### config.mk
export PLATFORM = sky130hd
export DESIGN_NAME = ansi_sgr_style_parser_unit_flat
export DESIGN_NICKNAME = d
export VERILOG_FILES = /design/src/rtl/sgr_pkg.sv /design/src/rtl/sgr_text_if.sv /design/src/rtl/sgr_result_if.sv /design/src/rtl/sgr_core.sv /design/src/rtl/sgr_outq.sv /design/src/rtl/ansi_sgr_style_parser_unit.sv /design/src/flat_wrapper.sv
export SDC_FILE = /design/constraint.sdc
export NUM_CORES = 1
export LEC_CHECK = 0
export BUFFER_PORTS_ARGS = -buffer_cell sky130_fd_sc_hd__buf_2
export CAP_MARGIN = 0
export CORE_MARGIN = 1.5
export CORE_UTILIZATION = 35
export DETAILED_ROUTE_END_ITERATION = 6
export GPL_TIMING_DRIVEN = 0
export PLACE_DENSITY = 0.53
export SYNTH_ARGS = -nofsm -noshare
export SYNTH_HDL_FRONTEND = slang
export SYNTH_SLANG_ARGS = --single-unit
### constraint.sdc
create_clock -name clk -period 10.1 [get_ports clk]
set_input_delay 2.02 -clock clk [delete_from_list [all_inputs] [get_ports clk]]
set_output_delay 2.02 -clock clk [all_outputs]
set_load 0.1 [all_outputs]
### src/rtl/sgr_pkg.sv
// ----------------------------------------------------------------------------
// SGR style parser package
// Shared types, character and SGR code constants for the style parser.
// ----------------------------------------------------------------------------
package sgr_pkg;

	localparam int MAX_ELEMENTS = 16;
	localparam int CNT_W        = $clog2(MAX_ELEMENTS + 1);
	localparam logic [CNT_W:0] MAX_EL_V = (CNT_W + 1)'(MAX_ELEMENTS);

	localparam int ACC_W = 9;
	localparam logic [ACC_W-1:0] ACC_MAX = 9'd511;

	localparam logic [7:0] CH_NUL      = 8'h00;
	localparam logic [7:0] CH_ESC      = 8'h1B;
	localparam logic [7:0] CH_LBRACKET = 8'h5B;
	localparam logic [7:0] CH_SEMI     = 8'h3B;
	localparam logic [7:0] CH_M        = 8'h6D;
	localparam logic [7:0] CH_ZERO     = 8'h30;
	localparam logic [7:0] CH_NINE     = 8'h39;

	localparam int CFG_IDX_W = 1;
	localparam logic [CFG_IDX_W-1:0] CFG_DEFAULT_FG = 1'b0;
	localparam logic [CFG_IDX_W-1:0] CFG_DEFAULT_BG = 1'b1;

	localparam logic [7:0] DFLT_FG_RST = 8'd7;
	localparam logic [7:0] DFLT_BG_RST = 8'd0;

	localparam logic [1:0] BLINK_OFF   = 2'd0;
	localparam logic [1:0] BLINK_SLOW  = 2'd1;
	localparam logic [1:0] BLINK_RAPID = 2'd2;

	localparam logic KIND_CHAR  = 1'b0;
	localparam logic KIND_ERROR = 1'b1;

	localparam logic [7:0] BRIGHT_BASE = 8'd8;

	localparam logic [ACC_W-1:0] SGR_RESET        = 9'd0;
	localparam logic [ACC_W-1:0] SGR_BOLD         = 9'd1;
	localparam logic [ACC_W-1:0] SGR_UNDERLINE    = 9'd4;
	localparam logic [ACC_W-1:0] SGR_BLINK_SLOW   = 9'd5;
	localparam logic [ACC_W-1:0] SGR_BLINK_RAPID  = 9'd6;
	localparam logic [ACC_W-1:0] SGR_INVERT       = 9'd7;
	localparam logic [ACC_W-1:0] SGR_STRIKE       = 9'd9;
	localparam logic [ACC_W-1:0] SGR_FRAKTUR      = 9'd20;
	localparam logic [ACC_W-1:0] SGR_BOLD_OFF     = 9'd22;
	localparam logic [ACC_W-1:0] SGR_UNDERLINE_OFF = 9'd24;
	localparam logic [ACC_W-1:0] SGR_BLINK_OFF    = 9'd25;
	localparam logic [ACC_W-1:0] SGR_INVERT_OFF   = 9'd27;
	localparam logic [ACC_W-1:0] SGR_STRIKE_OFF   = 9'd29;
	localparam logic [ACC_W-1:0] SGR_FG_EXT       = 9'd38;
	localparam logic [ACC_W-1:0] SGR_FG_DEFAULT   = 9'd39;
	localparam logic [ACC_W-1:0] SGR_BG_EXT       = 9'd48;
	localparam logic [ACC_W-1:0] SGR_BG_DEFAULT   = 9'd49;
	localparam logic [ACC_W-1:0] SGR_EXT_PALETTE  = 9'd5;
	localparam logic [ACC_W-1:0] SGR_FG_DIM_LO    = 9'd30;
	localparam logic [ACC_W-1:0] SGR_FG_DIM_HI    = 9'd37;
	localparam logic [ACC_W-1:0] SGR_BG_DIM_LO    = 9'd40;
	localparam logic [ACC_W-1:0] SGR_BG_DIM_HI    = 9'd47;
	localparam logic [ACC_W-1:0] SGR_FG_BRIGHT_LO = 9'd90;
	localparam logic [ACC_W-1:0] SGR_FG_BRIGHT_HI = 9'd97;
	localparam logic [ACC_W-1:0] SGR_BG_BRIGHT_LO = 9'd100;
	localparam logic [ACC_W-1:0] SGR_BG_BRIGHT_HI = 9'd107;

	typedef enum logic [2:0] {
		PH_TEXT = 3'b001,
		PH_ESC  = 3'b010,
		PH_CSI  = 3'b100
	} phase_t;

	typedef enum logic [5:0] {
		EXT_NONE  = 6'b000001,
		EXT_FG5   = 6'b000010,
		EXT_FGIDX = 6'b000100,
		EXT_BG5   = 6'b001000,
		EXT_BGIDX = 6'b010000,
		EXT_FAIL  = 6'b100000
	} ext_t;

	typedef struct packed {
		logic [7:0] fg;
		logic [7:0] bg;
		logic       bold;
		logic       underline;
		logic       strike;
		logic       fraktur;
		logic       invert;
		logic [1:0] blink;
	} style_t;

	typedef struct packed {
		logic       kind;
		logic [7:0] char_byte;
		style_t     style;
	} result_t;

	typedef struct packed {
		logic    valid;
		result_t data;
	} res_push_t;

	function automatic style_t default_style(input logic [7:0] fg, input logic [7:0] bg);
		style_t s;
		s.fg        = fg;
		s.bg        = bg;
		s.bold      = 1'b0;
		s.underline = 1'b0;
		s.strike    = 1'b0;
		s.fraktur   = 1'b0;
		s.invert    = 1'b0;
		s.blink     = BLINK_OFF;
		return s;
	endfunction

endpackage

### src/rtl/sgr_text_if.sv
// ----------------------------------------------------------------------------
// SGR text byte channel
// Valid/ready channel that carries one text byte per item.
// ----------------------------------------------------------------------------
interface sgr_text_if;
	logic       valid;
	logic       ready;
	logic [7:0] text_byte;

	modport source (output valid, output text_byte, input ready);
	modport sink (input valid, input text_byte, output ready);
endinterface

### src/rtl/sgr_result_if.sv
// ----------------------------------------------------------------------------
// SGR result channel
// Valid/ready channel that carries one styled character or error per item.
// ----------------------------------------------------------------------------
interface sgr_result_if;
	logic       valid;
	logic       ready;
	logic       kind;
	logic [7:0] char_byte;
	logic [7:0] fg_index;
	logic [7:0] bg_index;
	logic       bold_on;
	logic       underline_on;
	logic       strike_on;
	logic       fraktur_on;
	logic       invert_on;
	logic [1:0] blink_mode;

	modport source (
		output valid, output kind, output char_byte, output fg_index, output bg_index,
		output bold_on, output underline_on, output strike_on, output fraktur_on,
		output invert_on, output blink_mode, input ready
	);
	modport sink (
		input valid, input kind, input char_byte, input fg_index, input bg_index,
		input bold_on, input underline_on, input strike_on, input fraktur_on,
		input invert_on, input blink_mode, output ready
	);
endinterface

### src/rtl/sgr_core.sv
// ----------------------------------------------------------------------------
// SGR parser core
// Input byte register, escape sequence parse state and style registers, with
// the combinational update logic that handles one byte.
// ----------------------------------------------------------------------------
module sgr_core (
	input  logic                 clk,
	input  logic                 arst_n,
	sgr_text_if.sink             text,
	input  logic [7:0]           dflt_fg,
	input  logic [7:0]           dflt_bg,
	input  logic                 space,
	output sgr_pkg::res_push_t   push
);

	typedef struct packed {
		sgr_pkg::ext_t   ext;
		sgr_pkg::style_t style;
	} apply_t;

	function automatic apply_t apply_code(
		input logic [sgr_pkg::ACC_W-1:0] code,
		input sgr_pkg::ext_t             ext,
		input sgr_pkg::style_t           w,
		input logic [7:0]                dfg,
		input logic [7:0]                dbg
	);
		apply_t r;
		r.ext   = ext;
		r.style = w;
		if (ext == sgr_pkg::EXT_FG5 || ext == sgr_pkg::EXT_BG5) begin
			if (code == sgr_pkg::SGR_EXT_PALETTE) begin
				r.ext = (ext == sgr_pkg::EXT_FG5) ? sgr_pkg::EXT_FGIDX : sgr_pkg::EXT_BGIDX;
			end else begin
				r.ext = sgr_pkg::EXT_FAIL;
			end
		end else if (ext == sgr_pkg::EXT_FGIDX || ext == sgr_pkg::EXT_BGIDX) begin
			if (code[sgr_pkg::ACC_W-1]) begin
				r.ext = sgr_pkg::EXT_FAIL;
			end else begin
				if (ext == sgr_pkg::EXT_FGIDX) begin
					r.style.fg = code[7:0];
				end else begin
					r.style.bg = code[7:0];
				end
				r.ext = sgr_pkg::EXT_NONE;
			end
		end else if (ext == sgr_pkg::EXT_NONE) begin
			if (code >= sgr_pkg::SGR_FG_DIM_LO && code <= sgr_pkg::SGR_FG_DIM_HI) begin
				r.style.fg = 8'(code - sgr_pkg::SGR_FG_DIM_LO);
			end else if (code >= sgr_pkg::SGR_BG_DIM_LO && code <= sgr_pkg::SGR_BG_DIM_HI) begin
				r.style.bg = 8'(code - sgr_pkg::SGR_BG_DIM_LO);
			end else if (code >= sgr_pkg::SGR_FG_BRIGHT_LO
					&& code <= sgr_pkg::SGR_FG_BRIGHT_HI) begin
				r.style.fg = 8'(code - sgr_pkg::SGR_FG_BRIGHT_LO) + sgr_pkg::BRIGHT_BASE;
			end else if (code >= sgr_pkg::SGR_BG_BRIGHT_LO
					&& code <= sgr_pkg::SGR_BG_BRIGHT_HI) begin
				r.style.bg = 8'(code - sgr_pkg::SGR_BG_BRIGHT_LO) + sgr_pkg::BRIGHT_BASE;
			end else begin
				unique case (code)
					sgr_pkg::SGR_RESET:         r.style = sgr_pkg::default_style(dfg, dbg);
					sgr_pkg::SGR_BOLD:          r.style.bold = 1'b1;
					sgr_pkg::SGR_UNDERLINE:     r.style.underline = 1'b1;
					sgr_pkg::SGR_BLINK_SLOW:    r.style.blink = sgr_pkg::BLINK_SLOW;
					sgr_pkg::SGR_BLINK_RAPID:   r.style.blink = sgr_pkg::BLINK_RAPID;
					sgr_pkg::SGR_INVERT:        r.style.invert = 1'b1;
					sgr_pkg::SGR_STRIKE:        r.style.strike = 1'b1;
					sgr_pkg::SGR_FRAKTUR:       r.style.fraktur = 1'b1;
					sgr_pkg::SGR_BOLD_OFF:      r.style.bold = 1'b0;
					sgr_pkg::SGR_UNDERLINE_OFF: r.style.underline = 1'b0;
					sgr_pkg::SGR_BLINK_OFF:     r.style.blink = sgr_pkg::BLINK_OFF;
					sgr_pkg::SGR_INVERT_OFF:    r.style.invert = 1'b0;
					sgr_pkg::SGR_STRIKE_OFF:    r.style.strike = 1'b0;
					sgr_pkg::SGR_FG_EXT:        r.ext = sgr_pkg::EXT_FG5;
					sgr_pkg::SGR_FG_DEFAULT:    r.style.fg = dfg;
					sgr_pkg::SGR_BG_EXT:        r.ext = sgr_pkg::EXT_BG5;
					sgr_pkg::SGR_BG_DEFAULT:    r.style.bg = dbg;
					default:                    r.ext = sgr_pkg::EXT_FAIL;
				endcase
			end
		end
		return r;
	endfunction

	logic                       valid_s1;
	logic [7:0]                 byte_s1;
	sgr_pkg::phase_t            phase_q, phase_n;
	logic [sgr_pkg::ACC_W-1:0]  acc_q, acc_n;
	logic                       seen_q, seen_n;
	logic [sgr_pkg::CNT_W-1:0]  cnt_q, cnt_n;
	sgr_pkg::ext_t              ext_q, ext_n;
	sgr_pkg::style_t            comm_q, comm_n;
	sgr_pkg::style_t            work_q, work_n;

	logic                       emit;
	logic                       kind;
	logic [7:0]                 ch;
	logic                       do_fail;
	logic                       advance;
	logic                       accept;
	logic [12:0]                acc_prod;
	logic                       el_full;
	apply_t                     applied;

	assign acc_prod = ({4'b0, acc_q} << 3) + ({4'b0, acc_q} << 1) + {9'b0, byte_s1[3:0]};
	assign el_full  = ({1'b0, cnt_q} + 1'b1) >= sgr_pkg::MAX_EL_V;
	assign applied  = apply_code(acc_q, ext_q, work_q, dflt_fg, dflt_bg);

	always_comb begin
		phase_n = phase_q;
		acc_n   = acc_q;
		seen_n  = seen_q;
		cnt_n   = cnt_q;
		ext_n   = ext_q;
		comm_n  = comm_q;
		work_n  = work_q;
		emit    = 1'b0;
		kind    = sgr_pkg::KIND_CHAR;
		ch      = byte_s1;
		do_fail = 1'b0;
		if (byte_s1 == sgr_pkg::CH_NUL) begin
			emit    = (phase_q != sgr_pkg::PH_TEXT);
			kind    = sgr_pkg::KIND_ERROR;
			ch      = sgr_pkg::CH_NUL;
			phase_n = sgr_pkg::PH_TEXT;
			acc_n   = '0;
			seen_n  = 1'b0;
			cnt_n   = '0;
			ext_n   = sgr_pkg::EXT_NONE;
			comm_n  = sgr_pkg::default_style(dflt_fg, dflt_bg);
			work_n  = sgr_pkg::default_style(dflt_fg, dflt_bg);
		end else begin
			unique case (phase_q)
				sgr_pkg::PH_TEXT: begin
					if (byte_s1 == sgr_pkg::CH_ESC) begin
						work_n  = comm_q;
						phase_n = sgr_pkg::PH_ESC;
					end else begin
						emit = 1'b1;
					end
				end
				sgr_pkg::PH_ESC: begin
					if (byte_s1 != sgr_pkg::CH_LBRACKET) begin
						do_fail = 1'b1;
					end else begin
						phase_n = sgr_pkg::PH_CSI;
						acc_n   = '0;
						seen_n  = 1'b0;
						cnt_n   = '0;
						ext_n   = sgr_pkg::EXT_NONE;
					end
				end
				sgr_pkg::PH_CSI: begin
					priority if (byte_s1 >= sgr_pkg::CH_ZERO && byte_s1 <= sgr_pkg::CH_NINE) begin
						acc_n  = (acc_prod > 13'(sgr_pkg::ACC_MAX)) ? sgr_pkg::ACC_MAX
							: acc_prod[sgr_pkg::ACC_W-1:0];
						seen_n = 1'b1;
					end else if (byte_s1 == sgr_pkg::CH_SEMI) begin
						if (!seen_q || el_full) begin
							do_fail = 1'b1;
						end else begin
							ext_n  = applied.ext;
							work_n = applied.style;
							cnt_n  = cnt_q + 1'b1;
							acc_n  = '0;
							seen_n = 1'b0;
						end
					end else if (byte_s1 == sgr_pkg::CH_M) begin
						if (!seen_q || applied.ext != sgr_pkg::EXT_NONE) begin
							do_fail = 1'b1;
						end else begin
							comm_n  = applied.style;
							work_n  = applied.style;
							phase_n = sgr_pkg::PH_TEXT;
							acc_n   = '0;
							seen_n  = 1'b0;
							cnt_n   = '0;
							ext_n   = sgr_pkg::EXT_NONE;
						end
					end else begin
						do_fail = 1'b1;
					end
				end
				default: begin
					phase_n = sgr_pkg::PH_TEXT;
				end
			endcase
			if (do_fail) begin
				work_n  = comm_q;
				phase_n = sgr_pkg::PH_TEXT;
				acc_n   = '0;
				seen_n  = 1'b0;
				cnt_n   = '0;
				ext_n   = sgr_pkg::EXT_NONE;
				emit    = 1'b1;
				kind    = sgr_pkg::KIND_ERROR;
				ch      = sgr_pkg::CH_NUL;
			end
		end
	end

	assign advance    = valid_s1 && (!emit || space);
	assign text.ready = !valid_s1 || advance;
	assign accept     = text.valid && text.ready;

	assign push.valid          = advance && emit;
	assign push.data.kind      = kind;
	assign push.data.char_byte = ch;
	assign push.data.style     = comm_n;

	always_ff @(posedge clk or negedge arst_n) begin
		if (!arst_n) begin
			valid_s1 <= 1'b0;
		end else if (accept) begin
			valid_s1 <= 1'b1;
		end else if (advance) begin
			valid_s1 <= 1'b0;
		end
	end

	always_ff @(posedge clk) begin
		if (accept) begin
			byte_s1 <= text.text_byte;
		end
	end

	always_ff @(posedge clk or negedge arst_n) begin
		if (!arst_n) begin
			phase_q <= sgr_pkg::PH_TEXT;
			acc_q   <= '0;
			seen_q  <= 1'b0;
			cnt_q   <= '0;
			ext_q   <= sgr_pkg::EXT_NONE;
			comm_q  <= sgr_pkg::default_style(sgr_pkg::DFLT_FG_RST, sgr_pkg::DFLT_BG_RST);
			work_q  <= sgr_pkg::default_style(sgr_pkg::DFLT_FG_RST, sgr_pkg::DFLT_BG_RST);
		end else if (advance) begin
			phase_q <= phase_n;
			acc_q   <= acc_n;
			seen_q  <= seen_n;
			cnt_q   <= cnt_n;
			ext_q   <= ext_n;
			comm_q  <= comm_n;
			work_q  <= work_n;
		end
	end

	a_text_clean: assert property (@(posedge clk) disable iff (!arst_n)
		phase_q == sgr_pkg::PH_TEXT |-> ext_q == sgr_pkg::EXT_NONE && cnt_q == '0 && !seen_q)
		else $error("parse state not clean in text phase");

	a_style_hold: assert property (@(posedge clk) disable iff (!arst_n)
		!advance |=> $stable(comm_q) && $stable(work_q))
		else $error("style changed without a byte being handled");

	a_nul_reset: assert property (@(posedge clk) disable iff (!arst_n)
		advance && byte_s1 == sgr_pkg::CH_NUL |=> phase_q == sgr_pkg::PH_TEXT && work_q == comm_q)
		else $error("end of string did not reset the parser");

	a_char_in_text: assert property (@(posedge clk) disable iff (!arst_n)
		push.valid && push.data.kind == sgr_pkg::KIND_CHAR |-> phase_q == sgr_pkg::PH_TEXT)
		else $error("character item produced inside a sequence");

endmodule

### src/rtl/sgr_outq.sv
// ----------------------------------------------------------------------------
// SGR result queue
// Two-entry output queue that decouples the parser from result backpressure.
// ----------------------------------------------------------------------------
module sgr_outq (
	input  logic                clk,
	input  logic                arst_n,
	input  sgr_pkg::res_push_t  push,
	output logic                space,
	output logic                out_valid,
	input  logic                out_ready,
	output sgr_pkg::result_t    out_data
);

	sgr_pkg::result_t mem_q [2];
	logic             wr_ptr_q;
	logic             rd_ptr_q;
	logic [1:0]       cnt_q;
	logic             pop;

	assign space     = (cnt_q != 2'd2);
	assign out_valid = (cnt_q != 2'd0);
	assign out_data  = mem_q[rd_ptr_q];
	assign pop       = out_valid && out_ready;

	always_ff @(posedge clk) begin
		if (push.valid) begin
			mem_q[wr_ptr_q] <= push.data;
		end
	end

	always_ff @(posedge clk or negedge arst_n) begin
		if (!arst_n) begin
			wr_ptr_q <= 1'b0;
			rd_ptr_q <= 1'b0;
			cnt_q    <= 2'd0;
		end else begin
			if (push.valid) begin
				wr_ptr_q <= !wr_ptr_q;
			end
			if (pop) begin
				rd_ptr_q <= !rd_ptr_q;
			end
			if (push.valid && !pop) begin
				cnt_q <= cnt_q + 2'd1;
			end else if (pop && !push.valid) begin
				cnt_q <= cnt_q - 2'd1;
			end
		end
	end

	a_cnt_range: assert property (@(posedge clk) disable iff (!arst_n)
		cnt_q != 2'd3)
		else $error("result queue count out of range");

	a_no_overflow: assert property (@(posedge clk) disable iff (!arst_n)
		push.valid |-> cnt_q != 2'd2)
		else $error("item pushed into a full result queue");

	a_fill: assert property (@(posedge clk) disable iff (!arst_n)
		push.valid && !pop |=> cnt_q == $past(cnt_q) + 2'd1)
		else $error("result queue count did not follow a push");

endmodule

### src/rtl/ansi_sgr_style_parser_unit.sv
// ----------------------------------------------------------------------------
// ANSI SGR style parser
// Tracks SGR escape sequences in a text byte stream and tags each character
// byte with the current text style.
// ----------------------------------------------------------------------------
// The block takes one text byte per cycle at full rate: each byte is
// registered and handled by a combinational parse and style update, and
// any result it causes enters a two-entry output queue. Bytes that cause
// no result (ESC, the bracket, parameter bytes, a successful final m, a
// zero byte in text) are absorbed without an output item. The input stalls
// only while the output queue is full and the byte waiting in the input
// register produces a result. The default color registers take effect at
// the next code 0, 39, 49 or zero byte.
module ansi_sgr_style_parser_unit (
	input  logic                            clk,
	input  logic                            arst_n,
	input  logic                            cfg_we,
	input  logic [sgr_pkg::CFG_IDX_W-1:0]   cfg_index,
	input  logic [7:0]                      cfg_wdata,
	sgr_text_if.sink                        text,
	sgr_result_if.source                    result
);

	logic [7:0]         dflt_fg_q;
	logic [7:0]         dflt_bg_q;
	logic               space;
	sgr_pkg::res_push_t push;
	sgr_pkg::result_t   out_data;
	logic               out_valid;

	always_ff @(posedge clk or negedge arst_n) begin
		if (!arst_n) begin
			dflt_fg_q <= sgr_pkg::DFLT_FG_RST;
			dflt_bg_q <= sgr_pkg::DFLT_BG_RST;
		end else if (cfg_we) begin
			unique case (cfg_index)
				sgr_pkg::CFG_DEFAULT_FG: dflt_fg_q <= cfg_wdata;
				sgr_pkg::CFG_DEFAULT_BG: dflt_bg_q <= cfg_wdata;
			endcase
		end
	end

	sgr_core u_core (
		.clk     (clk),
		.arst_n  (arst_n),
		.text    (text),
		.dflt_fg (dflt_fg_q),
		.dflt_bg (dflt_bg_q),
		.space   (space),
		.push    (push)
	);

	sgr_outq u_outq (
		.clk       (clk),
		.arst_n    (arst_n),
		.push      (push),
		.space     (space),
		.out_valid (out_valid),
		.out_ready (result.ready),
		.out_data  (out_data)
	);

	assign result.valid        = out_valid;
	assign result.kind         = out_data.kind;
	assign result.char_byte    = out_data.char_byte;
	assign result.fg_index     = out_data.style.fg;
	assign result.bg_index     = out_data.style.bg;
	assign result.bold_on      = out_data.style.bold;
	assign result.underline_on = out_data.style.underline;
	assign result.strike_on    = out_data.style.strike;
	assign result.fraktur_on   = out_data.style.fraktur;
	assign result.invert_on    = out_data.style.invert;
	assign result.blink_mode   = out_data.style.blink;

endmodule
### src/flat_wrapper.sv
// flat-port wrapper written by rule: the top's interface ports become plain ports
module ansi_sgr_style_parser_unit_flat 
  (clk, arst_n, cfg_we, cfg_index, cfg_wdata, text_valid, text_text_byte, text_ready, result_valid, result_kind, result_char_byte, result_fg_index, result_bg_index, result_bold_on, result_underline_on, result_strike_on, result_fraktur_on, result_invert_on, result_blink_mode, result_ready);
  sgr_text_if text_i ();
  sgr_result_if result_i ();
  input  logic clk;
  input  logic arst_n;
  input  logic cfg_we;
  input  logic [sgr_pkg::CFG_IDX_W-1:0] cfg_index;
  input  logic [7:0] cfg_wdata;
  input wire logic [$bits(text_i.valid)-1:0] text_valid;
  input wire logic [$bits(text_i.text_byte)-1:0] text_text_byte;
  output wire logic [$bits(text_i.ready)-1:0] text_ready;
  output wire logic [$bits(result_i.valid)-1:0] result_valid;
  output wire logic [$bits(result_i.kind)-1:0] result_kind;
  output wire logic [$bits(result_i.char_byte)-1:0] result_char_byte;
  output wire logic [$bits(result_i.fg_index)-1:0] result_fg_index;
  output wire logic [$bits(result_i.bg_index)-1:0] result_bg_index;
  output wire logic [$bits(result_i.bold_on)-1:0] result_bold_on;
  output wire logic [$bits(result_i.underline_on)-1:0] result_underline_on;
  output wire logic [$bits(result_i.strike_on)-1:0] result_strike_on;
  output wire logic [$bits(result_i.fraktur_on)-1:0] result_fraktur_on;
  output wire logic [$bits(result_i.invert_on)-1:0] result_invert_on;
  output wire logic [$bits(result_i.blink_mode)-1:0] result_blink_mode;
  input wire logic [$bits(result_i.ready)-1:0] result_ready;
  assign text_i.valid = text_valid;
  assign text_i.text_byte = text_text_byte;
  assign text_ready = text_i.ready;
  assign result_valid = result_i.valid;
  assign result_kind = result_i.kind;
  assign result_char_byte = result_i.char_byte;
  assign result_fg_index = result_i.fg_index;
  assign result_bg_index = result_i.bg_index;
  assign result_bold_on = result_i.bold_on;
  assign result_underline_on = result_i.underline_on;
  assign result_strike_on = result_i.strike_on;
  assign result_fraktur_on = result_i.fraktur_on;
  assign result_invert_on = result_i.invert_on;
  assign result_blink_mode = result_i.blink_mode;
  assign result_i.ready = result_ready;
  ansi_sgr_style_parser_unit u_core (.clk(clk), .arst_n(arst_n), .cfg_we(cfg_we), .cfg_index(cfg_index), .cfg_wdata(cfg_wdata), .text(text_i), .result(result_i));
endmodule
==> impl_metrics.prom <==
# TYPE chip_impl_metric gauge
chip_impl_metric{name="critPathArrivalTime",unit="ps"} 4840
chip_impl_info{name="clock-root-buffer",value="sky130_fd_sc_hd__clkbuf_16"} 1
chip_impl_metric{name="tritoncts_num_sinks",unit=""} 163
chip_impl_metric{name="finClkSkew",unit="ps"} 28.99
chip_impl_metric{name="maxCapViolCount",unit=""} 0
chip_impl_metric{name="antenna_found_initial",unit=""} 0
chip_impl_info{name="ys.flop_type",value="sky130_fd_sc_hd__dfrtp_1"} 1
chip_impl_metric{name="fillers",unit=""} 2793
chip_impl_metric{name="synthesis.yosys.warnings",unit=""} 0
chip_impl_metric{name="synthesized_nets",unit=""} 1024
chip_impl_info{name="endpoint_kind",value="primary output"} 1
chip_impl_metric{name="slew_at_the_pin_with_the_worst_max_slew_slack",unit="ps"} 1328
chip_impl_metric{name="global_route.overflow_total",unit=""} 0
chip_impl_info{name="worstPathCellList",value="clkbuf_1 -> inv_1 -> ha_1 -> clkbuf_1 -> nor2b_1 -> a32oi_1 -> o2bb2ai_1 -> nor2_2 -> nand3_1 -> a21bo_4 -> nor3_1 -> inv_1 -> buf_2"} 1
chip_impl_info{name="crit_path_start",value="u_core.u_core.acc_q[2]$_DFFE_PN0P_"} 1
chip_impl_metric{name="chipWidth",unit="um"} 170.2
chip_impl_info{name="r2r_start",value="u_core.u_core.acc_q[2]$_DFFE_PN0P_"} 1
chip_impl_metric{name="drt_drc_violations_left",unit=""} 0
chip_impl_info{name="run_status",value="finished, final reports clean"} 1
chip_impl_metric{name="syn-mean-instance-area",unit="um^2"} 10.12
chip_impl_info{name="holdCritPathClass",value="reg -> reg"} 1
chip_impl_metric{name="synth.distinct_cells",unit=""} 94
chip_impl_metric{name="peakVddDrop",unit="mV"} 0.1118
chip_impl_metric{name="cts_htree_levels",unit=""} 4
chip_impl_metric{name="required",unit="ps"} 8080
chip_impl_info{name="grt_setup_unrepaired",value="no"} 1
chip_impl_metric{name="post-route-period-util",unit="%"} 67.94
chip_impl_metric{name="setup_total_negative_slack",unit="ps"} 0
chip_impl_metric{name="hold_violations",unit=""} 0
chip_impl_metric{name="number_of_setup_buffers_added_after_cts",unit=""} 0
chip_impl_metric{name="start_util",unit="%"} 35.40
chip_impl_metric{name="max-slew-margin-rel",unit="%"} 10.64
chip_impl_metric{name="power.leakage",unit="nW"} 4.526
chip_impl_metric{name="gr-usage-all-layers",unit="%"} 21.16
chip_impl_metric{name="max_freq",unit="MHz"} 145.7
chip_impl_info{name="critical-path-slowest-cell",value="sky130_fd_sc_hd__dfrtp_1"} 1
chip_impl_metric{name="coreArea",unit="um^2"} 27630
chip_impl_metric{name="place.port_buffers",unit=""} 55
chip_impl_metric{name="clk_path_buf_depth",unit=""} 2
chip_impl_metric{name="full_die_area",unit="um^2"} 28960
chip_impl_metric{name="numCtsBuffers",unit=""} 17
chip_impl_info{name="critical_path.startpoint_type",value="flip-flop"} 1
chip_impl_metric{name="clk-insertion-delay-late",unit="ps"} 450
chip_impl_metric{name="synth_seq_area_share",unit="%"} 45.52
chip_impl_metric{name="post-route-min-period",unit="ps"} 6862
chip_impl_metric{name="place_hpwl",unit="um"} 22120
chip_impl_metric{name="drive_above_1_share",unit="%"} 20.36
chip_impl_info{name="synthMostInstantiatedCell",value="sky130_fd_sc_hd__nor2_1"} 1
chip_impl_metric{name="reg2reg_setup_slack",unit="ps"} 4840
chip_impl_metric{name="placed_area",unit="um^2"} 10600
chip_impl_metric{name="diodes",unit=""} 0
chip_impl_info{name="synth.cells.most_frequent",value="sky130_fd_sc_hd__nor2_1, sky130_fd_sc_hd__dfrtp_1, sky130_fd_sc_hd__nand2_1"} 1
chip_impl_metric{name="stdcell_area",unit="um^2"} 11140
chip_impl_metric{name="final_util",unit="%"} 40.33
chip_impl_metric{name="ys_async_sr_fraction",unit="%"} 55.83
chip_impl_metric{name="worst-path-max-fanout",unit=""} 10
chip_impl_metric{name="clkSlewWorstSetupHoldPaths",unit="ps"} 60
chip_impl_info{name="yosysTopAreaCell",value="sky130_fd_sc_hd__edfxtp_1"} 1
chip_impl_metric{name="post_drt_wl_per_cell",unit="um"} 20.73
chip_impl_metric{name="finalSetupViolCount",unit=""} 0
chip_impl_metric{name="netlist_instances",unit=""} 967
chip_impl_info{name="timing.rr.end",value="u_core.u_outq.mem_q[1][9]$_DFFE_PP_"} 1
chip_impl_metric{name="detail_route.first_pass.iterations",unit=""} 5
chip_impl_metric{name="p_per_area",unit="nW/um^2"} 267.8
chip_impl_metric{name="die_h",unit="um"} 170.2
chip_impl_metric{name="cts-resized-gates",unit=""} 0
chip_impl_metric{name="max_stage_delay",unit="ps"} 500
chip_impl_metric{name="vias_per_cell",unit=""} 5.675
chip_impl_metric{name="vias_in_the_first_global_route",unit=""} 8052
chip_impl_metric{name="postSynthRegisterBits",unit=""} 163
chip_impl_metric{name="synth.top_cell.area_share",unit="%"} 22.10
chip_impl_info{name="hold_start",value="u_core.u_core.work_q[3]$_DFFE_PN0P_"} 1
chip_impl_metric{name="syn2layout_area_growth",unit="%"} 13.90
chip_impl_metric{name="grt_pass1_wl",unit="um"} 46600
chip_impl_metric{name="layout.nets",unit=""} 1100
chip_impl_metric{name="routed_wl",unit="um"} 29720
chip_impl_metric{name="worst-r2r-cell-count",unit=""} 12
chip_impl_metric{name="hold_buffers",unit=""} 0
chip_impl_metric{name="route.vias.total",unit=""} 8138
chip_impl_metric{name="pins_over_slew_limit",unit=""} 0
chip_impl_metric{name="grt_start_max_net_pins",unit=""} 62
chip_impl_metric{name="post_synth_instance_area",unit="um^2"} 9782
chip_impl_metric{name="rows",unit=""} 61
chip_impl_info{name="criticalPathCategory",value="reg -> out"} 1
chip_impl_metric{name="antenna_left",unit=""} 0
chip_impl_metric{name="detail_route.iter0.violations",unit=""} 693
chip_impl_info{name="worstSetupEndpoint",value="text_ready"} 1
chip_impl_metric{name="io_pins",unit=""} 56
chip_impl_info{name="clock_tree_from_tritoncts",value="done"} 1
chip_impl_info{name="synth_area_leaders",value="sky130_fd_sc_hd__edfxtp_1, sky130_fd_sc_hd__dfrtp_1, sky130_fd_sc_hd__mux2_2"} 1
chip_impl_metric{name="globalplace.congestion",unit=""} 0.9308
chip_impl_metric{name="edff_count_synth",unit=""} 72
==> worst min path at each step <==
stage | endpoint | depth (start not counted)
detailed placement | u_core.u_core.work_q[3]$_DFFE_PN0P_ | 2
finish | u_core.u_core.work_q[3]$_DFFE_PN0P_ | 2
CTS | u_core.u_core.work_q[3]$_DFFE_PN0P_ | 2
global route | u_core.u_core.work_q[3]$_DFFE_PN0P_ | 2
floorplan | u_core.u_core.work_q[2]$_DFFE_PN0P_ | 2
global placement | u_core.u_core.cnt_q[3]$_DFFE_PN0P_ | 1
==> critical path: cells and delay by family, from the launching register on <==
kind / cells / cell delay (ps)
buffers and inverters: 5 / 1350
and+or+nand+nor: 4 / 1310
AOI/OAI and AO/OA: 3 / 980
DFF: 1 / 500
adders and majority gates: 1 / 260
==> cells by family after synthesis <==
kind of cell             synth area share (%)
AO/OA/AOI/OAI                           21.37
buffers and inverters                   4.234
multiplexers                            7.329
AND/OR/NAND/NOR                         15.21
adder cells (fa/ha/maj)                 4.630
XOR/XNOR                                1.701
flip-flops                              45.52
==> placed cells by master, fill, tap and decap left out, drive strengths merged, types with 22 or more instances in the layout <==
master,netlist,final
buf,31,88
nor2,83,83
dfrtp,80,80
nand2,79,79
o21ai,75,75
edfxtp,72,72
a21oi,56,56
mux2,53,53
clkbuf,28,48
inv,34,39
ha,33,33
o22ai,22,22
==> through the flow <==
stage	setup slack (ps)	total power [mW]	hold slack, ps	std cells
final	3238	2.984	481.1	1434
after global routing	2950	3.128	508.5	1434
after CTS	3300	2.995	483.2	1434
after detailed placement	3781	2.368	468.4	1402
after global placement	3181	2.348	467.1	1400
after floorplan	4837	2.049	442.1	967
==> cell type report <==
class | count | area, um^2 | area share [%]
multi-input combinational | 711 | 4930 | 44.24
sequential | 163 | 4453 | 39.97
tap | 378 | 473.0 | 4.245
clock buffer | 20 | 446.7 | 4.009
timing repair buffer | 57 | 325.3 | 2.920
buffer | 59 | 286.5 | 2.572
inverter | 34 | 127.6 | 1.145
clock inverter | 12 | 100.1 | 0.8984
==> per-layer routing <==
| metal | vias up | GRT usage (%) | wire length [um] |
|---|---|---|---|
| met5 | - | 0 | 0 |
| li1 | 3768 | - | - |
| met3 | 34 | 4.163 | 1709 |
| met4 | 0 | 6.118 | 522 |
| met1 | 4082 | 28.92 | 13810 |
| met2 | 254 | 33.93 | 13680 |
==> where the power goes <==
part	internal, mW	switching, mW
sequential	0.876	0.0987
combinational	0.375	1.01
clock	0.327	0.295
==> flip-flops by register name, indices dropped and copies added (netlist names) <==
register and count:
u_core.u_outq.wr_ptr_q 1, u_core.u_core.work_q 23, u_core.dflt_fg_q 8, u_core.u_core.comm_q 23, u_core.u_core.byte_s1 8, u_core.u_core.seen_q 1
u_core.u_outq.mem_q 64, u_core.dflt_bg_q 8, u_core.u_outq.rd_ptr_q 1, u_core.u_outq.cnt_q 2, u_core.u_core.cnt_q 5, u_core.u_core.valid_s1 1
u_core.u_core.phase_q 3, u_core.u_core.acc_q 9, u_core.u_core.ext_q 6
Power figures use the tool's default switching activity.
